## src/rtl/pim_pkg.sv

```systemverilog
// Shared types, constants and helpers for the photon interval outlier merger.
package pim_pkg;

   localparam int PIM_TOTAL_TICK_BITS = 44;
   localparam int CSR_INDEX_W         = 2;
   localparam int CSR_DATA_W          = 16;
   localparam int PERIOD_W            = 16;
   localparam int STAMP_W             = 60;

   localparam logic [15:0] SAT_LIMIT = 16'd65533;

   localparam logic [CSR_INDEX_W-1:0] CSR_THRESHOLD  = 2'd0;
   localparam logic [CSR_INDEX_W-1:0] CSR_CLOCK_SEL  = 2'd1;

   localparam logic [1:0] CLK_6500PS  = 2'd0;
   localparam logic [1:0] CLK_10000PS = 2'd1;
   localparam logic [1:0] CLK_19920PS = 2'd2;
   localparam logic [1:0] CLK_49800PS = 2'd3;

   typedef struct packed {
      logic [15:0] sample_ticks;
      logic        first_of_record;
      logic        last_of_record;
   } pim_req_type;

   typedef struct packed {
      logic               interval_valid;
      logic [31:0]        merged_interval;
      logic [STAMP_W-1:0] timestamp_ps;
      logic [31:0]        outlier_count;
      logic [31:0]        saturated_count;
      logic [31:0]        kept_count;
      logic               end_of_record;
   } pim_rsp_type;

   // tick period in picoseconds
   function automatic logic [PERIOD_W-1:0] tick_period(input logic [1:0] sel);
      logic [PERIOD_W-1:0] p;
      case (sel)
         CLK_6500PS:  p = 16'd6500;
         CLK_10000PS: p = 16'd10000;
         CLK_19920PS: p = 16'd19920;
         CLK_49800PS: p = 16'd49800;
         default:     p = 16'd6500;
      endcase
      return p;
   endfunction

   function automatic logic [31:0] sat_inc32(input logic [31:0] x);
      return (x == 32'hFFFF_FFFF) ? x : x + 32'd1;
   endfunction

endpackage

```

## src/rtl/pim_stamp.sv

```systemverilog
// Timestamp stage: kept ticks times tick period, clamped to 60 bits.
module pim_stamp import pim_pkg::*; #(
   parameter int TOTAL_TICK_BITS = PIM_TOTAL_TICK_BITS
) (
   input  logic [TOTAL_TICK_BITS-1:0] total_ticks,
   input  logic [PERIOD_W-1:0]        period_ps,
   output logic [STAMP_W-1:0]         stamp_ps
);

   localparam int PROD_W = TOTAL_TICK_BITS + PERIOD_W;

   logic [PROD_W-1:0] product;
   logic [63:0]       product_wide;

   assign product      = PROD_W'(total_ticks) * PROD_W'(period_ps);
   assign product_wide = 64'(product);
   assign stamp_ps     = (product_wide[63:STAMP_W] != '0) ? '1 : product_wide[STAMP_W-1:0];

endmodule

```

## src/rtl/photon_interval_outlier_merger.sv

```systemverilog
// Top level of the photon interval outlier merger.
//
//   port group | dir | flow control      | word
//   req_       | in  | valid / stall     | pim_req_type: sample and record marks
//   rsp_       | out | valid / stall     | pim_rsp_type: interval, timestamp, counts
//   csr_       | in  | valid / ready     | index + 16-bit data (ready always high)
//
// One word per cycle while rsp_stall is low; each request gives one response once
// accepted. The record state (pending sum, ticks, counters) updates in the accept
// cycle; the period multiply sits in the second stage ahead of the response register.
// Reset clears configuration, record state and both stage valids.
// req_stall rises only when both stages hold words and rsp_stall is high.
module photon_interval_outlier_merger import pim_pkg::*; #(
   parameter int TOTAL_TICK_BITS = PIM_TOTAL_TICK_BITS
) (
   input  logic                   clock,
   input  logic                   reset,
   input  logic                   req_valid,
   output logic                   req_stall,
   input  pim_req_type            req_data,
   output logic                   rsp_valid,
   input  logic                   rsp_stall,
   output pim_rsp_type            rsp_data,
   input  logic                   csr_valid,
   output logic                   csr_ready,
   input  logic [CSR_INDEX_W-1:0] csr_index,
   input  logic [CSR_DATA_W-1:0]  csr_data
);

   localparam int TW = TOTAL_TICK_BITS;

   logic [15:0]   threshold_ff;
   logic [1:0]    clock_sel_ff;

   logic [31:0]   pending_ff, pending_in;
   logic [TW-1:0] total_ff, total_in;
   logic [31:0]   outliers_ff, outliers_in;
   logic [31:0]   sats_ff, sats_in;
   logic [31:0]   kept_ff, kept_in;

   logic          mid_valid_ff;
   logic          mid_kept_ff;
   logic [31:0]   mid_merged_ff;
   logic [TW-1:0] mid_total_ff;
   logic [PERIOD_W-1:0] mid_period_ff;
   logic [31:0]   mid_outliers_ff;
   logic [31:0]   mid_sats_ff;
   logic [31:0]   mid_kept_count_ff;
   logic          mid_last_ff;

   logic          rsp_valid_ff;
   pim_rsp_type   rsp_data_ff, rsp_data_in;

   logic          out_free, mid_free, req_accept;
   logic          is_outlier, is_sat;
   logic [31:0]   pend_base, outl_base, sats_base, kept_base;
   logic [TW-1:0] total_base;
   logic [32:0]   add_sum;
   logic [31:0]   add_sat;
   logic [TW:0]   total_sum;
   logic [TW-1:0] total_sat;
   logic [STAMP_W-1:0] stamp;

   assign out_free   = !rsp_valid_ff || !rsp_stall;
   assign mid_free   = !mid_valid_ff || out_free;
   assign req_stall  = !mid_free;
   assign req_accept = req_valid && mid_free;
   assign csr_ready  = 1'b1;

   // record state update
   always_comb begin
      pend_base  = req_data.first_of_record ? '0 : pending_ff;
      total_base = req_data.first_of_record ? '0 : total_ff;
      outl_base  = req_data.first_of_record ? '0 : outliers_ff;
      sats_base  = req_data.first_of_record ? '0 : sats_ff;
      kept_base  = req_data.first_of_record ? '0 : kept_ff;

      is_outlier = req_data.sample_ticks < threshold_ff;
      is_sat     = req_data.sample_ticks > SAT_LIMIT;

      add_sum = {1'b0, pend_base} + 33'(req_data.sample_ticks);
      add_sat = add_sum[32] ? '1 : add_sum[31:0];

      total_sum = {1'b0, total_base} + (TW+1)'(add_sat);
      total_sat = total_sum[TW] ? '1 : total_sum[TW-1:0];

      pending_in  = (is_outlier && !req_data.last_of_record) ? add_sat : '0;
      total_in    = is_outlier ? total_base : total_sat;
      outliers_in = is_outlier ? sat_inc32(outl_base) : outl_base;
      sats_in     = is_sat ? sat_inc32(sats_base) : sats_base;
      kept_in     = is_outlier ? kept_base : sat_inc32(kept_base);
   end

   always_ff @(posedge clock) begin
      if (reset) begin
         threshold_ff <= '0;
         clock_sel_ff <= '0;
      end else if (csr_valid && csr_ready) begin
         case (csr_index)
            CSR_THRESHOLD: threshold_ff <= csr_data;
            CSR_CLOCK_SEL: clock_sel_ff <= csr_data[1:0];
            default: ;
         endcase
      end
   end

   always_ff @(posedge clock) begin
      if (reset) begin
         pending_ff  <= '0;
         total_ff    <= '0;
         outliers_ff <= '0;
         sats_ff     <= '0;
         kept_ff     <= '0;
      end else if (req_accept) begin
         pending_ff  <= pending_in;
         total_ff    <= total_in;
         outliers_ff <= outliers_in;
         sats_ff     <= sats_in;
         kept_ff     <= kept_in;
      end
   end

   always_ff @(posedge clock) begin
      if (reset) begin
         mid_valid_ff <= 1'b0;
      end else if (mid_free) begin
         mid_valid_ff <= req_valid;
      end
   end

   always_ff @(posedge clock) begin
      if (req_accept) begin
         mid_kept_ff       <= !is_outlier;
         mid_merged_ff     <= is_outlier ? '0 : add_sat;
         mid_total_ff      <= total_in;
         mid_period_ff     <= tick_period(clock_sel_ff);
         mid_outliers_ff   <= outliers_in;
         mid_sats_ff       <= sats_in;
         mid_kept_count_ff <= kept_in;
         mid_last_ff       <= req_data.last_of_record;
      end
   end

   pim_stamp #(
      .TOTAL_TICK_BITS(TW)
   ) u_stamp (
      .total_ticks(mid_total_ff),
      .period_ps  (mid_period_ff),
      .stamp_ps   (stamp)
   );

   always_comb begin
      rsp_data_in.interval_valid  = mid_kept_ff;
      rsp_data_in.merged_interval = mid_merged_ff;
      rsp_data_in.timestamp_ps    = stamp;
      rsp_data_in.outlier_count   = mid_outliers_ff;
      rsp_data_in.saturated_count = mid_sats_ff;
      rsp_data_in.kept_count      = mid_kept_count_ff;
      rsp_data_in.end_of_record   = mid_last_ff;
   end

   always_ff @(posedge clock) begin
      if (reset) begin
         rsp_valid_ff <= 1'b0;
      end else if (out_free) begin
         rsp_valid_ff <= mid_valid_ff;
      end
   end

   always_ff @(posedge clock) begin
      if (out_free && mid_valid_ff) begin
         rsp_data_ff <= rsp_data_in;
      end
   end

   assign rsp_valid = rsp_valid_ff;
   assign rsp_data  = rsp_data_ff;

endmodule

```

## config.mk

```make
export PLATFORM = sky130hd
export DESIGN_NAME = photon_interval_outlier_merger
export DESIGN_NICKNAME = d
export VERILOG_FILES = /design/src/rtl/pim_pkg.sv /design/src/rtl/pim_stamp.sv /design/src/rtl/photon_interval_outlier_merger.sv
export SDC_FILE = /design/constraint.sdc
export NUM_CORES = 2
export LEC_CHECK = 0
export BUFFER_PORTS_ARGS = -buffer_cell sky130_fd_sc_hd__buf_2
export CAP_MARGIN = 15
export CORE_MARGIN = 3
export CORE_UTILIZATION = 35
export DETAILED_ROUTE_END_ITERATION = 16
export GPL_ROUTABILITY_DRIVEN = 0
export PLACE_DENSITY_LB_ADDON = 0.08
export SYNTH_ARGS = -nofsm -noshare
export SYNTH_HDL_FRONTEND = slang
export SYNTH_SLANG_ARGS = --single-unit
```

## constraint.sdc

```tcl
create_clock -name clock -period 58.9 [get_ports clock]
set_input_delay 17.67 -clock clock [delete_from_list [all_inputs] [get_ports clock]]
set_output_delay 17.67 -clock clock [all_outputs]
set_load 0.01 [all_outputs]
```

# Word level (Yosys, flattened, before mapping)
# Index checks and enable logic that the tools add are counted.
[op_classes]
n_eq_ne = 7
addsub = 5
magnitude_cmp = 2
n_reduce_logical = 15
n_mux = 16
multipliers = 1
[ops]
columns = ["operator", "n"]
rows = [
  ["$mux 32", 12],
  ["$mux 44", 3],
  ["$add 32x1->32 const B", 3],
  ["$eq 32x32->1 const B", 3],
  ["$pmux 16 s4", 1],
  ["$mul 44x16->60", 1],
  ["$add 44x32->45", 1],
  ["$add 32x16->33", 1],
  ["$gt 16x16->1 const B", 1],
  ["$lt 16x16->1", 1],
  ["$logic_not 1->1", 6],
  ["$eq 2x1->1 const B", 2],
  ["$eq 2x2->1 const B", 2],
  ["$logic_not 2->1", 2],
  ["$reduce_and 2->1", 2],
  ["$logic_and 1x1->1", 3],
  ["$logic_or 1x1->1", 2],
]
[word_totals]
out_inout_bits = 193
input_bits = 41
regBits = 572
wordCells = 70

# Logic depth before layout (Yosys ltp)
[logic_depth]
word_depth = 6
ltp_mapped = 34
mapped_depth_nobuf = 25

# Cells and area by module
# A second synthesis with hierarchy kept.
[unflattened]
cells_unflattened = 5159
area_unflattened_um2 = 48539.1
[by_module_without_submodules]
columns = ["module", "n_inst", "seq_area_each_um2", "cells_per_inst", "area_per_inst_um2"]
rows = [
  ["photon_interval_outlier_merger", 1, 15014.4, 2555, 26425.3],
  ["pim_stamp", 1, 0.0, 2604, 22113.7],
]

# Worst setup path before layout
# Ideal clock, no wire load.
[synth_timing]
kind = "input-to-output"
start = "in rsp_stall"
end = "out req_stall"
arrival_time_ns = 17.868
setup_slack_ns = 23.362
t_required_ns = 41.230
path_buffers = 0
path_stages = 2
cell_sequence = "nand3_1 -> inv_1"
[synth_between]
elab_chain_cells = 4
[synth_lines]
columns = ["item", "line", "source"]
rows = [
  ["from (decl)", "photon_interval_outlier_merger.sv:22", "input logic rsp_stall,"],
  ["$logic_not 1->1", "photon_interval_outlier_merger.sv:64", "assign out_free = !rsp_valid_ff || !rsp_stall;"],
  ["$logic_or 1x1->1", "photon_interval_outlier_merger.sv:64", ""],
  ["$logic_or 1x1->1", "photon_interval_outlier_merger.sv:65", "assign mid_free = !mid_valid_ff || out_free;"],
  ["$logic_not 1->1", "photon_interval_outlier_merger.sv:66", "assign req_stall = !mid_free;"],
  ["to (decl)", "photon_interval_outlier_merger.sv:19", "output logic req_stall,"],
]
# Every way passes these cells.

# Final worst setup path
# Same ends and word-level chain as after synthesis.

==> metrics.txt <==
status=complete, no violations; Tcrit/Tclk final=between 60% and 70%; Core ar.=129000 um^2; WP data arrival=18.18 ns; WP data required=a little over 40 ns; routed len/inst=around 19 um; share of the synthesized area in the top cell type=approximately 24%; Longest Clk Path Bufs=3; Startpoint Class=primary input; Final min period=around 36 ns; worst hold path class=flip-flop to flip-flop; total iterations of the first detailed-routing run=5; Async SR Flop Fraction=0%; Yosys Warn Count=0; worst skew pair latency=about 0.67 ns; # DRC=0; ranking of synthesized cells by area=edfxtp_1 (24%), fa_1 (22%), dfxtp_1 (8.4%); Worst-path clk slew=approximately 0.06 ns; Switching Share=between 40% and 50%; Synth cell types=95; P_leak=~23 nW; post-synthesis sequential area ratio=32.8%; PostCTS Resize Cnt=0; Port-buffer cells=between 200 and 250; Synth area leader=edfxtp_1; synth cell count leaders=inv_1 (774), nand2_1 (556), fa_1 (505), edfxtp_1 (370), nor2_1 (279); TritonCTS Buffers=between 70 and 80; pre-CTS WS=approximately 23 ns; Die ar.=~130000 um^2; CP Max Fanout=3; initial antenna violation count=0; TNS Setup=0 ns; Via Count=32.5k; sum of net half-perimeters after detailed placement=roughly 96000 um; Placed Area=roughly 48000 um^2; Worst Max-Slew Pin Slew=0.981 ns; first-pass GRT wire length=about 200000 um; Top Ports=approximately 230; synthesized area=around 46000 um^2; headroom to the max-slew limit=34.6%; Post-Syn Instances=4718; VDD IR max=0.0000661 V; RSZ-0062 raised after global routing=no; clock share of power=approximately 14%; CP endpoint kind=output port; initial core utilization=35.5%; hold-fix buffers at CTS=0; Total GRT Usage=around a fifth; top-count cell post-synth=inv_1; vias in the first global route=around 34k; largest net degree at the start of global routing=~120; Cell Rows=between 100 and 150; worst setup margin=around 23 ns; Final Cell Area=between 50000 and 60000 um^2; NumNets Final=5671; TritonCTS clock tree=done; synthesis-stage register bit count=~560; Top FF cell, synth=edfxtp_1; height of the chip=roughly 370 um; drt via density=approximately 4.9; gr ovfl total=0; die width=approximately 370 um; syn_area_per_cell=roughly 9.7 um^2; total of max-cap violations=0; switching pwr=1.62 mW; CP Class=primary input to output port; cells on worst reg2reg path=22; Post-synth EDFFs=370; postcts setup bufs=0; fmax=around 28 MHz; power per cell area=about 66 nW/um^2; Slew Viols, Final=0; worst hold margin=around 0.41 ns; Area Overhead vs Synth=11.8%; power share of the combinational group=68.5%; Setup-failing EPs final=0; WL final=127000 um; layout cells sized above 1=8.81%; Worst Hold Depth=0; sequential share of power=approximately 17%; CTS Root Cell=clkbuf_16; Initial DRC Count=approximately 1.8k; Fin Clk Skew=~0.026 ns; Fin. Hold Viols=0; post-route ant nets=0; H-tree levels=3; Sink Count=around 560; Cell Int Power=1.77 mW
==> worst paths after layout <==
path | from | endpoint | slack (ns)
max | rsp_stall | req_stall | 23.05
min | mid_kept_count_ff[8]$_DFFE_PP_ | rsp_data[9]$_DFFE_PP_ | 0.41
min reg2reg | mid_kept_count_ff[8]$_DFFE_PP_ | rsp_data[9]$_DFFE_PP_ | 0.41
max reg2reg | mid_period_ff[14]$_SDFFCE_PP0P_ | rsp_data[153]$_DFFE_PP_ | 50.65
==> state kept, by name, summed over array words and instances, names as in the netlist, 2 cells and up <==
signal and flops:
clock_sel_ff 2, kept_ff 32, mid_kept_count_ff 32, mid_merged_ff 32, mid_outliers_ff 32, mid_period_ff 8, mid_sats_ff 32, mid_total_ff 44
outliers_ff 32, pending_ff 32, rsp_data 188, sats_ff 32, threshold_ff 16, total_ff 44
==> power groups by stage <==
stage                     Combinational [mW]  Sequential (mW)  Clock [mW]
final                                   2.32            0.585       0.479
after CTS                               2.36            0.586       0.497
after global placement                  2.36            0.594           0
after global routing                    2.69            0.589       0.512
after detailed placement                2.35            0.594           0
after floorplan                         1.75            0.604           0
==> metal layers <==
| metal | global-route usage [%] | up-vias | wire [um] |
|---|---|---|---|
| met3 | 3.21 | 124 | 6450 |
| li1 | - | 15700 | - |
| met1 | 27.5 | 15900 | 62200 |
| met5 | 0 | - | 0 |
| met4 | 5.05 | 0 | 2670 |
| met2 | 29.1 | 679 | 55600 |
==> cells in the final DEF (no fill, tap or decap), drive strengths merged, types with 16 or more instances in the layout <==
cell type,count
buf,261
o211ai,16
nor3,48
xor2,75
edfxtp,370
nand4,41
nand2b,18
and3,37
ha,272
nor2,281
or3,32
a21o,70
o21ai,210
and2,144
dfxtp,192
a21oi,263
nand2,556
nor2b,83
fa,505
nand3,82
inv,780
a31oi,64
o21a,16
xnor2,124
clkbuf,100
a22oi,46
==> kinds of logic (layout without fill, tap and decap cells) <==
group / after synthesis / count (layout) / synth area share (%)
AO/OA/AOI/OAI: 791 / 791 / 10.5
XOR/XNOR: 199 / 199 / 3.82
adder cells (fa/ha/maj): 777 / 777 / 29.6
buffers and inverters: 978 / 1172 / 8.17
flip-flops: 562 / 562 / 32.8
multiplexers: 11 / 11 / 0.255
other: 2 / 4 / 0.0165
AND/OR/NAND/NOR: 1398 / 1398 / 14.8
==> critical path: stages <==
cell,delay (ns)
buf_2,0.13
nand3_1,0.17
inv_1,0.09
buf_2,0.13
==> final cells by class <==
cell class / count / area (um^2)
Antenna cell: 1 / 2.50
Clock buffer: 99 / 2040
Clock inverter: 36 / 548
Fill cell: 13000 / 77500
Inverter: 775 / 2920
Multi-Input combinational cell: 3179 / 27000
Sequential cell: 562 / 15000
Tap cell: 1729 / 2160
Timing Repair Buffer: 262 / 1420
==> through the flow <==
step | total power [mW] | util (%) | instances
2_1_floorplan | 2.36 | - | 4719
3_3_place_gp | 2.95 | 37.7 | 6506
3_5_place_dp | 2.94 | 37.7 | 6507
4_1_cts | 3.44 | 39.7 | 6642
5_1_grt | 3.80 | 39.7 | 6642
6_report | 3.38 | 39.7 | 6643
Note: power is estimated with default switching activity, not from simulation.
